===== src/hdl/iirl_pkg.sv =====
// Package for the indexed insert/remove list.
// Holds sizing constants, command and status codes, and the cell control and response structs.
// No dependencies.
package iirl_pkg;

  // Sizing of the list.
  localparam int Capacity = 64;
  localparam int WordBits = 32;
  localparam int IdxW     = $clog2(Capacity);
  localparam int CntW     = $clog2(Capacity + 1);

  // Field widths of the channels.
  localparam int KindW   = 3;
  localparam int StatusW = 2;

  // Command codes.
  localparam logic [KindW-1:0] KIND_APPEND = 3'd0;
  localparam logic [KindW-1:0] KIND_INSERT = 3'd1;
  localparam logic [KindW-1:0] KIND_READ   = 3'd2;
  localparam logic [KindW-1:0] KIND_REMOVE = 3'd3;
  localparam logic [KindW-1:0] KIND_CLEAR  = 3'd4;

  // Status codes.
  localparam logic [StatusW-1:0] ST_OK    = 2'd0;
  localparam logic [StatusW-1:0] ST_RANGE = 2'd1;
  localparam logic [StatusW-1:0] ST_FULL  = 2'd2;

  // Broadcast from the controller to every cell.
  typedef struct packed {
    logic                ins;
    logic                rem;
    logic [IdxW-1:0]     pos;
    logic [WordBits-1:0] value;
  } cell_ctrl_t;

  // One response word.
  typedef struct packed {
    logic [WordBits-1:0] read_value;
    logic [CntW-1:0]     length;
    logic [StatusW-1:0]  status;
  } rsp_t;

endpackage


===== src/hdl/iirl_cell.sv =====
// One storage cell of the list: holds a single word and trades it with its neighbors.
// Depends on iirl_pkg.
module iirl_cell (
  input  logic                          clk_i,
  input  logic [iirl_pkg::IdxW-1:0]     idx_i,
  input  iirl_pkg::cell_ctrl_t          ctrl_i,
  input  logic [iirl_pkg::WordBits-1:0] left_i,
  input  logic [iirl_pkg::WordBits-1:0] right_i,
  output logic [iirl_pkg::WordBits-1:0] word_o,
  output logic [iirl_pkg::WordBits-1:0] sel_o
);

  logic [iirl_pkg::WordBits-1:0] word_q, word_d;

  // Insert moves cells above the slot up and loads the slot; remove pulls cells down.
  always_comb begin
    word_d = word_q;
    if (ctrl_i.ins) begin
      if (idx_i > ctrl_i.pos) begin
        word_d = left_i;
      end else if (idx_i == ctrl_i.pos) begin
        word_d = ctrl_i.value;
      end
    end
    if (ctrl_i.rem && (idx_i >= ctrl_i.pos)) begin
      word_d = right_i;
    end
  end

  always_ff @(posedge clk_i) begin
    word_q <= word_d;
  end

  // The addressed cell drives the shared read bus; all others drive zero.
  assign word_o = word_q;
  assign sel_o  = (idx_i == ctrl_i.pos) ? word_q : '0;

endmodule


===== config.mk =====
export PLATFORM = sky130hd
export DESIGN_NAME = iirl_cell
export DESIGN_NICKNAME = d
export VERILOG_FILES = /design/src/hdl/iirl_pkg.sv /design/src/hdl/iirl_cell.sv
export SDC_FILE = /design/constraint.sdc
export NUM_CORES = 1
export LEC_CHECK = 0
export BUFFER_PORTS_ARGS = -buffer_cell sky130_fd_sc_hd__buf_2
export CORE_MARGIN = 1.5
export CORE_UTILIZATION = 35
export CTS_BUF_LIST = sky130_fd_sc_hd__clkbuf_8 sky130_fd_sc_hd__clkbuf_16
export CTS_CLUSTER_SIZE = 10
export DETAILED_ROUTE_END_ITERATION = 10
export GPL_ROUTABILITY_DRIVEN = 0
export PLACE_DENSITY = 0.77
export SLEW_MARGIN = 20
export SYNTH_ARGS = -nofsm -noshare
export SYNTH_HDL_FRONTEND = slang
export SYNTH_SLANG_ARGS = --single-unit

===== constraint.sdc =====
create_clock -name clk_i -period 2.32 [get_ports clk_i]
set_clock_uncertainty 0.15 [all_clocks]
set_input_delay 0 -clock clk_i [delete_from_list [all_inputs] [get_ports clk_i]]
set_output_delay 0 -clock clk_i [all_outputs]
set_load 0.005 [all_outputs]

### After elaboration in Yosys (flattened, before gate mapping)

Cells that the tools add are included.

| operators by class | value |
|---|---|
| order comparisons | 2 |
| eq/ne operators | 1 |
| multiplexer cells | 5 |
| reduce and logical (&&, ||, !) cells | 4 |

Operators by type and width:

| kind | count |
|---|---|
| $mux 32 | 5 |
| $eq 6x6->1 | 1 |
| $ge 6x6->1 | 1 |
| $gt 6x6->1 | 1 |
| $reduce_bool 3->1 | 1 |
| $reduce_and 2->1 | 1 |
| $reduce_bool 2->1 | 1 |
| $logic_and 1x1->1 | 1 |

| storage, ports and cells | value |
|---|---|
| register bits | 32 |
| word-level logic and storage cells | 13 |

### Logic depth before layout (Yosys ltp)

| depth | value |
|---|---|
| depth in word-level cells | 5 |
| gate-level depth with buffers | 9 |

### Worst setup path after synthesis

OpenSTA, ideal clock, no wires.

| timing | value |
|---|---|
| kind | input to register |
| start point | input ctrl_i[37] (netlist bit) |
| end point | register word_q (netlist bit word_o[0]), enable pin |
| setup time | 0.391 ns |
| arrival | 1.629 ns |
| setup slack | 0.150 ns |
| stages | 6 |
| buffers on the path | 1 |
| cell sequence | inv_1 ha_1 and4_4 and3_4 buf_6 o22a_1 |

| between the ends | value |
|---|---|
| word-level cells in the longest chain between the ends | 4 |

RTL lines:

| element | line | source |
|---|---|---|
| from (decl) | iirl_cell.sv:6 | `input iirl_pkg::cell_ctrl_t ctrl_i,` |
| $ge 6x6->1 | iirl_cell.sv:25 | `if (ctrl_i.rem && (idx_i >= ctrl_i.pos)) begin` |
| $logic_and 1x1->1 | iirl_cell.sv:25 |  |
| $reduce_bool 3->1 (no source line) / $reduce_bool 2->1 (equally long branches) | - |  |
| $reduce_and 2->1 (no source line) (*) | - |  |
| to (signal assigned) | iirl_cell.sv:31 | `word_q <= word_d;` |
| to (decl) | iirl_cell.sv:13 | `logic [iirl_pkg::WordBits-1:0] word_q, word_d;` |

Every way passes the cells marked *; elsewhere a longest branch is shown, timed or not.
A chain may end at the register's enable or synchronous reset.

### Worst setup path after layout

| timing | value |
|---|---|
| start point | input ctrl_i[34] (netlist bit) |
| end point | register word_q (netlist bit word_o[26]), data pin |

| between the ends | value |
|---|---|
| word-level cells in the longest chain between the ends | 4 |

RTL lines:

| element | line | source |
|---|---|---|
| $gt 6x6->1 | iirl_cell.sv:19 | `if (idx_i > ctrl_i.pos) begin` |
| $mux 32 | iirl_cell.sv:19 |  |
| $mux 32 | iirl_cell.sv:18 | `if (ctrl_i.ins) begin` |
| $mux 32 (*) | iirl_cell.sv:25 |  |
| via word_d, one bit | iirl_cell.sv:13 |  |

The timed path passes the listed nets; every way through them passes the cells marked *. The select of a mux whose other input is x is not followed.

==> impl_metrics.py <==
metrics = {
    "status": {
        "status": "finished, final reports clean",
    },
    "sta": {
        "fin_hold_ws_ns": 0.06002,
        "setup-tns-final_ns": 0,
        "final.min_clock_period_ns": 2.292,
        "period_share_pct": 98.78,
        "worstMarginPinSlew_ns": 0.3785,
        "finalMaxSlewViolations": 0,
        "setup_viol": 0,
        "finalHoldViolCount": 0,
        "relSlewSlack_pct": 74.76,
        "fmax_ghz": 0.4364,
    },
    "floorplanning": {
        "start_util_pct": 37.06,
        "dieHeight_um": 80.06,
        "io_pins": 175,
        "row_count": 27,
        "coreArea_um2": 5608,
        "die_w_um": 80.06,
        "dieArea_um2": 6409,
    },
    "synthesis": {
        "yosys.area_share.simple_pct": 17.52,
        "ys_ff_latch": 32,
        "yosysWarnings": 0,
        "muxShareOfSynthArea_pct": 15.41,
        "synth_compound_area_share_pct": 10.48,
        "synthCells": 199,
        "syn-num-nets": 316,
        "synth_area_um2": 2078,
        "synth_top_family_by_area": "simple AND/OR/NAND/NOR gates",
        "ys_seq_area_share_pct": 46.24,
        "synth_fa_ha_area_share_pct": 3.612,
        "synth_cell_type_count": 21,
        "synthXorXnorAreaFrac_pct": 0,
        "syn_area_per_cell_um2": 10.44,
    },
    "drt": {
        "antenna_left": 0,
        "wl_um": 7893,
        "drt_iter0_drc": 85,
        "via_per_inst": 4.788,
        "drc": 0,
        "dr.pass1.iters": 6,
        "routedWlPerCell_um": 15.24,
        "vias": 2480,
    },
    "power": {
        "seq_power_share_pct": 39.5,
        "clkPwrFrac_pct": 24.9,
        "power.internal_uw": 1523,
        "combPwrFrac_pct": 35.6,
        "p_sw_uw": 560.0,
        "irDropWorstVdd_v": 0.0003761,
        "power_uw": 2083,
        "power.leakage_uw": 0.001954,
        "power_density_nw_per_um2": 538.3,
        "swShare_pct": 26.88,
    },
    "setup_path": {
        "cp.arrival_ns": 2.16,
        "cp_max_fo": 8,
        "cpPeakStageDelay_ns": 0.58,
        "end_kind": "flop",
        "required_ns": 2.19,
        "path_class": "input pin to flop",
        "critPathSlowestCell": "dlygate4sd3_1",
        "critPathBufInv": 5,
        "worst_path_dominant_cell_family": "buffers and inverters",
        "start_kind": "input pin",
        "crit_chain": "buf_2 -> inv_1 -> ha_1 -> and4_4 -> and3_4 -> a31oi_4 -> buf_12 -> buf_6 -> mux2i_1 -> a21oi_1 -> dlygate4sd3_1",
    },
    "global_route": {
        "grt_pass1_vias": 2443,
        "grt.overflow.total": 0,
        "grt_max_degree": 37,
        "grt_pass1_wl_um": 10950,
        "antenna_found_initial": 0,
        "grt_usage_pct": 22.37,
    },
    "clock_tree": {
        "clockRootBuffer": "clkbuf_8",
        "cts_sinks": 32,
        "clkTransAtPathRegs_ns": 0.07,
        "cts_tree": "yes",
        "clock_path_buffers": 2,
        "cts-buffers-inserted": 5,
        "cts-htree-levels": 2,
    },
    "final_layout": {
        "final_common_cell": "buf_2",
        "area_growth_pct": 86.21,
        "fillers": 464,
        "layout_common_cells": "174 x buf_2, 66 x dlygate4sd3_1, 33 x a21oi_1",
        "fin_util_pct": 69.01,
        "largest_reg_flops": 32,
        "antenna_cells": 0,
        "drive_gt1_share_pct": 45.29,
        "nNetsFinal": 562,
    },
    "flow_run": {
        "maxCapViolCount": 0,
    },
    "placement": {
        "dp_hpwl_um": 4527,
        "port_buffers": 174,
    },
    "hold_path": {
        "hold_path.class": "input pin to flop",
    },
}
-- repair_timing --
item / in CTS / in global routing
endpoints found under the hold margin: 32 / 0
gates resized for setup: 0 / 11
setup endpoints to repair: 0 / 25
setup buffers: 0 / 5
hold buffers: 66 / 0
-- synthesized netlist by cell type (all sizes together) --
cell type	instances	area, um^2
ha	6	75.07
mux2i	32	320.3
edfxtp	32	960.9
and3	1	11.26
a21o	1	7.510
inv	7	26.28
a41o	1	10.01
o21ai	1	5.000
buf	6	83.83
clkbuf	8	30.03
a21oi	33	165.2
nand3	3	15.01
a31oi	1	21.27
and4	1	11.26
o22a	1	8.760
nor2	32	120.1
and2	32	200.2
nor2b	1	6.260
-- logic make-up after synthesis --
logic type,count (synthesis)
flip-flops,32
adder cells (fa/ha/maj),6
buffers and inverters,21
multiplexers,32
AND/OR/NAND/NOR,70
AO/OA/AOI/OAI,38
-- routing by layer --
layer	track usage (%)	part of all wire, %	up-vias
met5	0	0	-
met4	10.86	4.0	0
met3	4.886	7.4	31
met2	44.20	54	157
met1	21.34	34	1104
li1	-	-	1188
-- metrics by stage --
stage          area, um^2  setup WS (ns)  cells
2_1_floorplan        2078         0.1500    199
3_3_place_gp         2992         0.3066    438
3_5_place_dp         2992         0.2179    438
4_1_cts              3760        0.01049    512
5_1_grt              3870       -0.03477    518
6_report             3870        0.02836    518
-- path summary, 6_finish.rpt --
check / from / to / slack (ns) / cells past startpoint
worst max-delay path: ctrl_i[34] / word_o[26] / 0.03 / 11
worst min-delay path: ctrl_i[14] / word_o[14] / 0.06 / 3
-- final cells by class --
class / count / area, um^2 / share of cell area [%]
clock inverters: 3 / 38.79 / 1.002
repair buffers: 253 / 1683 / 43.49
flip-flops and latches: 32 / 960.9 / 24.83
inverters: 7 / 26.28 / 0.6790
well taps: 72 / 90.09 / 2.328
multi-input cells: 146 / 1002 / 25.90
clock buffers: 5 / 68.82 / 1.778
-- power groups by stage --
stage / clock (uW) / sequential [uW] / combinational [uW]
finish: 518 / 823 / 742
global placement: 0 / 830 / 495
floorplan: 0 / 843 / 262
detailed placement: 0 / 835 / 510
CTS: 528 / 823 / 661
global route: 558 / 834 / 801
Note: power is estimated with default switching activity, not from simulation.
