===== config.mk =====
export PLATFORM = sky130hd
export DESIGN_NAME = iirl_ctrl_flat
export DESIGN_NICKNAME = d
export VERILOG_FILES = /design/src/hdl/iirl_pkg.sv /design/src/hdl/iirl_cmd_if.sv /design/src/hdl/iirl_rsp_if.sv /design/src/hdl/iirl_ctrl.sv /design/src/flat_wrapper.sv
export SDC_FILE = /design/constraint.sdc
export NUM_CORES = 1
export LEC_CHECK = 0
export ABC_AREA = 1
export BUFFER_PORTS_ARGS = -buffer_cell sky130_fd_sc_hd__buf_2
export CAP_MARGIN = 20
export CELL_PAD_IN_SITES_DETAIL_PLACEMENT = 1
export CELL_PAD_IN_SITES_GLOBAL_PLACEMENT = 2
export CORE_ASPECT_RATIO = 1.75
export CORE_MARGIN = 5
export CORE_UTILIZATION = 24
export CTS_CLUSTER_DIAMETER = 30
export DETAILED_ROUTE_END_ITERATION = 12
export HOLD_SLACK_MARGIN = 0.15
export PLACE_DENSITY_LB_ADDON = 0.12
export SYNTH_ARGS = -nofsm -noshare
export SYNTH_HDL_FRONTEND = slang
export SYNTH_SLANG_ARGS = --single-unit

===== constraint.sdc =====
create_clock -name clk_i -period 2.5 [get_ports clk_i]
set_input_delay 0.5 -clock clk_i [delete_from_list [all_inputs] [get_ports clk_i]]
set_output_delay 0.5 -clock clk_i [all_outputs]
set_load 0.01 [all_outputs]

===== src/hdl/iirl_pkg.sv =====
// Package for the indexed insert/remove list.
// Holds sizing constants, command and status codes, and the cell control and response structs.
// No dependencies.
package iirl_pkg;

  // Sizing of the list.
  localparam int Capacity = 64;
  localparam int WordBits = 32;
  localparam int IdxW     = $clog2(Capacity);
  localparam int CntW     = $clog2(Capacity + 1);

  // Field widths of the channels.
  localparam int KindW   = 3;
  localparam int StatusW = 2;

  // Command codes.
  localparam logic [KindW-1:0] KIND_APPEND = 3'd0;
  localparam logic [KindW-1:0] KIND_INSERT = 3'd1;
  localparam logic [KindW-1:0] KIND_READ   = 3'd2;
  localparam logic [KindW-1:0] KIND_REMOVE = 3'd3;
  localparam logic [KindW-1:0] KIND_CLEAR  = 3'd4;

  // Status codes.
  localparam logic [StatusW-1:0] ST_OK    = 2'd0;
  localparam logic [StatusW-1:0] ST_RANGE = 2'd1;
  localparam logic [StatusW-1:0] ST_FULL  = 2'd2;

  // Broadcast from the controller to every cell.
  typedef struct packed {
    logic                ins;
    logic                rem;
    logic [IdxW-1:0]     pos;
    logic [WordBits-1:0] value;
  } cell_ctrl_t;

  // One response word.
  typedef struct packed {
    logic [WordBits-1:0] read_value;
    logic [CntW-1:0]     length;
    logic [StatusW-1:0]  status;
  } rsp_t;

endpackage


===== src/hdl/iirl_cmd_if.sv =====
// Command channel of the indexed insert/remove list.
// Depends on iirl_pkg.
interface iirl_cmd_if;
  logic                         valid;
  logic                         ready;
  logic [iirl_pkg::KindW-1:0]   kind;
  logic [iirl_pkg::IdxW-1:0]    position;
  logic [iirl_pkg::WordBits-1:0] value;

  modport source (output valid, kind, position, value, input ready);
  modport sink   (input valid, kind, position, value, output ready);
endinterface


===== src/hdl/iirl_rsp_if.sv =====
// Response channel of the indexed insert/remove list.
// Depends on iirl_pkg.
interface iirl_rsp_if;
  logic                          valid;
  logic                          ready;
  logic [iirl_pkg::WordBits-1:0] read_value;
  logic [iirl_pkg::CntW-1:0]     length;
  logic [iirl_pkg::StatusW-1:0]  status;

  modport source (output valid, read_value, length, status, input ready);
  modport sink   (input valid, read_value, length, status, output ready);
endinterface


===== src/hdl/iirl_ctrl.sv =====
// Controller of the indexed insert/remove list: count register, decode and response register.
// Depends on iirl_pkg, iirl_cmd_if and iirl_rsp_if.
module iirl_ctrl (
  input  logic                          clk_i,
  input  logic                          rst_ni,
  iirl_cmd_if.sink                      cmd,
  iirl_rsp_if.source                    rsp,
  input  logic [iirl_pkg::WordBits-1:0] rd_word_i,
  output iirl_pkg::cell_ctrl_t          cell_ctrl_o
);

  logic [iirl_pkg::CntW-1:0] used_q, used_d;
  logic                      rsp_valid_q;
  iirl_pkg::rsp_t            rsp_q, rsp_d;
  logic                      cmd_fire;
  logic                      full;
  logic                      past_end;
  logic                      do_ins;
  logic                      do_rem;

  // A new request enters when the response register is empty or being drained.
  assign cmd.ready = !rsp_valid_q || rsp.ready;
  assign cmd_fire  = cmd.valid && cmd.ready;

  assign full     = (used_q == iirl_pkg::CntW'(iirl_pkg::Capacity));
  assign past_end = (iirl_pkg::CntW'(cmd.position) >= used_q);

  // Decode the request into a cell operation, the next count and the response.
  always_comb begin
    used_d            = used_q;
    do_ins            = 1'b0;
    do_rem            = 1'b0;
    rsp_d.read_value  = '0;
    rsp_d.status      = iirl_pkg::ST_OK;
    cell_ctrl_o.pos   = cmd.position;
    cell_ctrl_o.value = cmd.value;
    case (cmd.kind)
      iirl_pkg::KIND_APPEND, iirl_pkg::KIND_INSERT: begin
        if (full) begin
          rsp_d.status = iirl_pkg::ST_FULL;
        end else begin
          do_ins = 1'b1;
          used_d = used_q + iirl_pkg::CntW'(1);
          // Append, or insert at or past the end, lands in the first free slot.
          if ((cmd.kind == iirl_pkg::KIND_APPEND) || past_end) begin
            cell_ctrl_o.pos = used_q[iirl_pkg::IdxW-1:0];
          end
        end
      end
      iirl_pkg::KIND_READ: begin
        if (past_end) begin
          rsp_d.status = iirl_pkg::ST_RANGE;
        end else begin
          rsp_d.read_value = rd_word_i;
        end
      end
      iirl_pkg::KIND_REMOVE: begin
        if (past_end) begin
          rsp_d.status = iirl_pkg::ST_RANGE;
        end else begin
          do_rem = 1'b1;
          used_d = used_q - iirl_pkg::CntW'(1);
        end
      end
      iirl_pkg::KIND_CLEAR: begin
        used_d = '0;
      end
      default: begin
        used_d = used_q;
      end
    endcase
    rsp_d.length    = used_d;
    cell_ctrl_o.ins = do_ins && cmd_fire;
    cell_ctrl_o.rem = do_rem && cmd_fire;
  end

  // Count and response valid.
  always_ff @(posedge clk_i or negedge rst_ni) begin
    if (!rst_ni) begin
      used_q      <= '0;
      rsp_valid_q <= 1'b0;
    end else begin
      if (cmd_fire) begin
        used_q <= used_d;
      end
      if (cmd_fire) begin
        rsp_valid_q <= 1'b1;
      end else if (rsp.ready) begin
        rsp_valid_q <= 1'b0;
      end
    end
  end

  // Response payload.
  always_ff @(posedge clk_i) begin
    if (cmd_fire) begin
      rsp_q <= rsp_d;
    end
  end

  assign rsp.valid      = rsp_valid_q;
  assign rsp.read_value = rsp_q.read_value;
  assign rsp.length     = rsp_q.length;
  assign rsp.status     = rsp_q.status;

  // The count never passes the capacity.
  a_used_bound: assert property (@(posedge clk_i) disable iff (!rst_ni)
    used_q <= iirl_pkg::CntW'(iirl_pkg::Capacity))
    else $error("count exceeds capacity");

  // A growing request on a full list is refused and leaves the count alone.
  a_full_refused: assert property (@(posedge clk_i) disable iff (!rst_ni)
    (cmd_fire && full &&
     ((cmd.kind == iirl_pkg::KIND_APPEND) || (cmd.kind == iirl_pkg::KIND_INSERT)))
    |=> (rsp_q.status == iirl_pkg::ST_FULL) && (used_q == $past(used_q)))
    else $error("full list grew or status missing");

  // Clear empties the list and reports it.
  a_clear: assert property (@(posedge clk_i) disable iff (!rst_ni)
    (cmd_fire && (cmd.kind == iirl_pkg::KIND_CLEAR)) |=> (used_q == '0) && (rsp_q.length == '0))
    else $error("clear did not empty the list");

  // The count only moves when a request is taken.
  a_used_stable: assert property (@(posedge clk_i) disable iff (!rst_ni)
    !cmd_fire |=> $stable(used_q))
    else $error("count changed without a request");

  // Cells never shift both ways at once.
  a_one_shift: assert property (@(posedge clk_i) disable iff (!rst_ni)
    !(cell_ctrl_o.ins && cell_ctrl_o.rem))
    else $error("insert and remove at once");

endmodule


===== src/flat_wrapper.sv =====
// flat-port wrapper written by rule: the top's interface ports become plain ports
module iirl_ctrl_flat 
  (clk_i, rst_ni, rd_word_i, cell_ctrl_o, cmd_valid, cmd_kind, cmd_position, cmd_value, cmd_ready, rsp_valid, rsp_read_value, rsp_length, rsp_status, rsp_ready);
  iirl_cmd_if cmd_i ();
  iirl_rsp_if rsp_i ();
  input  logic clk_i;
  input  logic rst_ni;
  input  logic [iirl_pkg::WordBits-1:0] rd_word_i;
  output iirl_pkg::cell_ctrl_t cell_ctrl_o;
  input wire logic [$bits(cmd_i.valid)-1:0] cmd_valid;
  input wire logic [$bits(cmd_i.kind)-1:0] cmd_kind;
  input wire logic [$bits(cmd_i.position)-1:0] cmd_position;
  input wire logic [$bits(cmd_i.value)-1:0] cmd_value;
  output wire logic [$bits(cmd_i.ready)-1:0] cmd_ready;
  output wire logic [$bits(rsp_i.valid)-1:0] rsp_valid;
  output wire logic [$bits(rsp_i.read_value)-1:0] rsp_read_value;
  output wire logic [$bits(rsp_i.length)-1:0] rsp_length;
  output wire logic [$bits(rsp_i.status)-1:0] rsp_status;
  input wire logic [$bits(rsp_i.ready)-1:0] rsp_ready;
  assign cmd_i.valid = cmd_valid;
  assign cmd_i.kind = cmd_kind;
  assign cmd_i.position = cmd_position;
  assign cmd_i.value = cmd_value;
  assign cmd_ready = cmd_i.ready;
  assign rsp_valid = rsp_i.valid;
  assign rsp_read_value = rsp_i.read_value;
  assign rsp_length = rsp_i.length;
  assign rsp_status = rsp_i.status;
  assign rsp_i.ready = rsp_ready;
  iirl_ctrl u_core (.clk_i(clk_i), .rst_ni(rst_ni), .cmd(cmd_i), .rsp(rsp_i), .rd_word_i(rd_word_i), .cell_ctrl_o(cell_ctrl_o));
endmodule

# After elaboration in Yosys (flattened, before gate mapping)
# Cells that the tools add are included.
# Widths: inputs -> output; s select.
# word_totals
regBits	49
inputBits	77
out_inout_bits	83
wordCells	40
# op_classes
addsub	2
order_cmp	1
eq_ne	5
muxes	15
bitwise	1
reduce_logical	11
# op_table
op	count
$pmux 7 s3	1
$mux 6	3
$mux 7	2
$add 7x1->7 const B	1
$eq 7x7->1 const B	1
$ge 6x7->1	1
$mux 1	7
$sub 7x1->7 const B	1
$eq 3x2->1 const B	2
$reduce_or 2->1	3
$pmux 2 s2	1
$eq 3x1->1 const B	1
$eq 3x3->1 const B	1
$logic_and 1x1->1	3
$logic_not 3->1	1
$logic_or 1x1->1	2
$mux 2	1
$reduce_bool 2->1	1
$logic_not 1->1	1
$not 1->1	1

# Longest topological paths before layout
# depth
ltp_word	5
mapped_depth	16
mapped_depth_nobuf	14

# Worst setup path after synthesis
# OpenSTA, ideal clock, no wires.
# synth_path
path_kind	register to output
startpoint	register u_core.used_q[2] (netlist name)
endpoint	output cell_ctrl_o[33] (netlist name)
arrival_time_ps	1742
t_required_ps	2000
setup_slack_ps	258
path_stages_with_launch	15
path_buffers	3
path_cell_list	dfrtp_1 > buf_4 > inv_2 > ha_1 > nand2_1 > inv_1 > nand2_1 > nand2_1 > nand2_1 > nand2_2 > buf_6 > o21ai_4 > buf_8 > nand2_2 > o21ai_2
# synth_lines
item	line_no	rtl
start, declared	iirl_ctrl.sv:12	logic [iirl_pkg::CntW-1:0] used_q, used_d;
start signal, assigned	iirl_ctrl.sv:84	used_q <= used_d;
end, declared	flat_wrapper.sv:9	output iirl_pkg::cell_ctrl_t cell_ctrl_o;

==> results.toml <==
[critical_path]
rr_worst_depth = 11
crit_type = "flop to output port"
critPathArrivalTime_ns = 1.97
r2r_setup_slack_ns = 0.50
cp-start-kind = "flop"
crit_required_ns = 2.00
reg2reg_from = "u_core.used_q[3]"
timing.rr.end = "u_core.rsp.read_value[16]"
crit_start = "u_core.used_q[5]"
path_max_fanout = 6
critPathCapture = "cell_ctrl_o[32]"
worstSetupEndpointType = "output port"

[sta]
rsz0062_at_grt = "yes"
period_share_pct = 99.0
relSlewSlack_pct = 75.8
period_needed_ns = 2.47
final-hold-violation-count = 0
tns_ns = 0
fin_skew_ns = 0.00633
slew_violations = 0
worst_pin_slew_ns = 0.363
finalSetupViolCount = 0
max_freq_mhz = 404

[pwr]
seqPwrFrac_pct = 36.0
p_leak_nw = 1.91
p_clk_share_pct = 22.9
power-per-cell-area_nw_per_um2 = 786
power.share.switching_pct = 35.5
p_int_mw = 1.88
ir_drop_mv = 0.263
p_switching_mw = 1.03
p_comb_share_pct = 41.2

[synthesis]
ys_ff_latch = 49
ys_seq_area_share_pct = 50.0
synth-main-ff-cell = "edfxtp_1"
synthCells = 326
synth-warning-count = 0
synth_area_um2 = 2860
synth_fp_nets = 412
synth_edf_count = 41
avgSynthCellArea_um2 = 8.79
synth.distinct_cells = 31
synthArstFlopShare_pct = 16.3

[outcome]
outcome = "complete, no violations"

[die]
dieArea_um2 = 14300
rows = 52
core_area_um2 = 11600
die_y_um = 155
ios = 160
initial_core_util_pct = 24.6
die_w_um = 92.6

[clock_tree]
cts.path.max_buffers = 2
cts-buffers-inserted = 5
cts_sinks = 49
root_buffer = "clkbuf_16"
cts_tree = "built"
clock_latency_ns = 0.29
cts.clk_slew.worst_paths_ns = 0.06
htree_levels = 2

[global_routing]
grt_pass1_vias = 2541
antenna_found_initial = 0
grt_use_total_pct = 11.7
grt_first_pass_wirelength_um = 13100
grtUsageMet1_pct = 11.1
overflow = 0
top_usage_layer = "met2"
grt.met2_usage_pct = 24.3
grt_max_degree = 29
use_met3_pct = 1.75

[placement]
dp_hpwl_um = 6690
finalWeightedCongestion = 0.779
portBuffers = 95

[route]
first_iter_violations = 60
routedWlPerCell_um = 14.9
via_per_inst = 4.22
drtPass1Iterations = 4
ant_nets = 0
routed_wl_um = 8300
drcViolationCount = 0
vias = 2348

[layout]
multiInputGateArea_um2 = 980
n_fill_cell = 1388
area_delta_synth_final_pct = 29.4
final_util_pct = 31.8
ff_latch_area_um2 = 1430
antenna_cells = 0
drive_gt1_share_pct = 39.9
nNetsFinal = 506

[run]
maxCapViolCount = 0

[min_path]
hold_class = "input pin to flop"
synthesized netlist by cell type, drive strengths merged (2+ instances only):
master | instances | area (um2)
nand2 | 79 | 312
inv | 52 | 198
nor2 | 44 | 170
edfxtp | 41 | 1230
buf | 40 | 308
nand3 | 27 | 140
o21ai | 10 | 76.3
ha | 9 | 113
dfrtp | 8 | 200
nand4 | 4 | 31.3
nor3 | 3 | 15.0
clkinv | 2 | 8.75
xor2 | 2 | 17.5
final cells by class:
class	count	share of cell area [%]
clock buffers	6	3.48
well taps	135	4.56
multi-input cells	182	26.4
repair buffers	128	20.8
flip-flops and latches	49	38.6
clock inverters	2	0.405
inverters	54	5.64
power groups by stage:
stage	logic (mW)	clock network (mW)	registers [mW]
after floorplan	0.708	0	1.09
after global placement	1.11	0	1.06
after detailed placement	1.12	0	1.07
after CTS	1.14	0.695	1.05
after global routing	1.35	0.728	1.06
final	1.20	0.666	1.05
registers in the layout, indices dropped and copies added (netlist names):
signal and cells:
u_core.used_q 7, u_core.rsp.read_value 32, u_core.rsp.length 7, u_core.rsp.status 2, u_core.rsp.valid 1
stage by stage:
step           cell area (um2)  setup slack (ns)  power (mW)  hold WS (ns)  instances
3_5_place_dp              3400           -0.0328        2.19         0.377        540
2_1_floorplan             2860             0.258        1.80         0.204        326
3_3_place_gp              3400            0.0133        2.17         0.377        540
4_1_cts                   3570           -0.0324        2.88         0.493        550
5_1_grt                   3700           -0.0904        3.14         0.514        556
6_report                  3700            0.0258        2.91         0.500        556
cells by family after synthesis:
family | synth area share (%)
DFF | 50.0
xor gates and xnor gates | 0.918
adders and majority gates | 3.93
AOI/OAI and AO/OA | 3.49
buffers and inverters | 18.1
and+or+nand+nor | 23.6
per-layer routing:
| layer | vias to the layer above | part of all wire [%] |
|---|---|---|
| met5 | - | 0 |
| met1 | 1085 | 34 |
| li1 | 1172 | - |
| met2 | 82 | 59 |
| met3 | 9 | 5.3 |
| met4 | 0 | 1.7 |
worst max-delay path: stages, from the launching register on:
cell and delay, ns:
dfrtp_1 0.40, inv_2 0.11, ha_4 0.21, inv_4 0.05, nor2_1 0.05, a21boi_4 0.18, nand2_2 0.09, o21ai_4 0.21
buf_12 0.15, nand2_1 0.04, o21ai_1 0.06, buf_2 0.14
layout by cell type, fill, tap and decap left out, types with 5 or more instances in the layout:
master      n
nand3_1    26
inv_1      45
nor2_1     42
buf_2      95
ha_1        5
edfxtp_1   41
nand2_1    69
inv_2       6
clkbuf_16   6
nand2_2    10
dfrtp_1     8
buf_4      28
repair_timing:
| item | in CTS | in global routing |
|---|---|---|
| gates cloned | 0 | 1 |
| endpoints found under the setup margin | 6 | 7 |
| hold buffers | 1 | 0 |
| pin swaps | 1 | 6 |
| hold endpoints to repair | 8 | 0 |
| gates resized for setup | 2 | 11 |
| buffers inserted | 1 | 5 |
how the worst min path moves through the flow:
stage | from | to | slack (ns) | depth (start not counted)
4_1_cts | rsp_ready | u_core.rsp.valid | 0.49 | 4
5_1_grt | rsp_ready | u_core.rsp.valid | 0.51 | 4
2_1_floorplan | rst_ni | u_core.rsp.valid | 0.20 | 0
6_report | rsp_ready | u_core.rsp.valid | 0.50 | 4
3_5_place_dp | rst_ni | u_core.used_q[6] | 0.38 | 1
3_3_place_gp | rst_ni | u_core.rsp.valid | 0.38 | 1
Note: power is estimated with default switching activity, not from simulation.
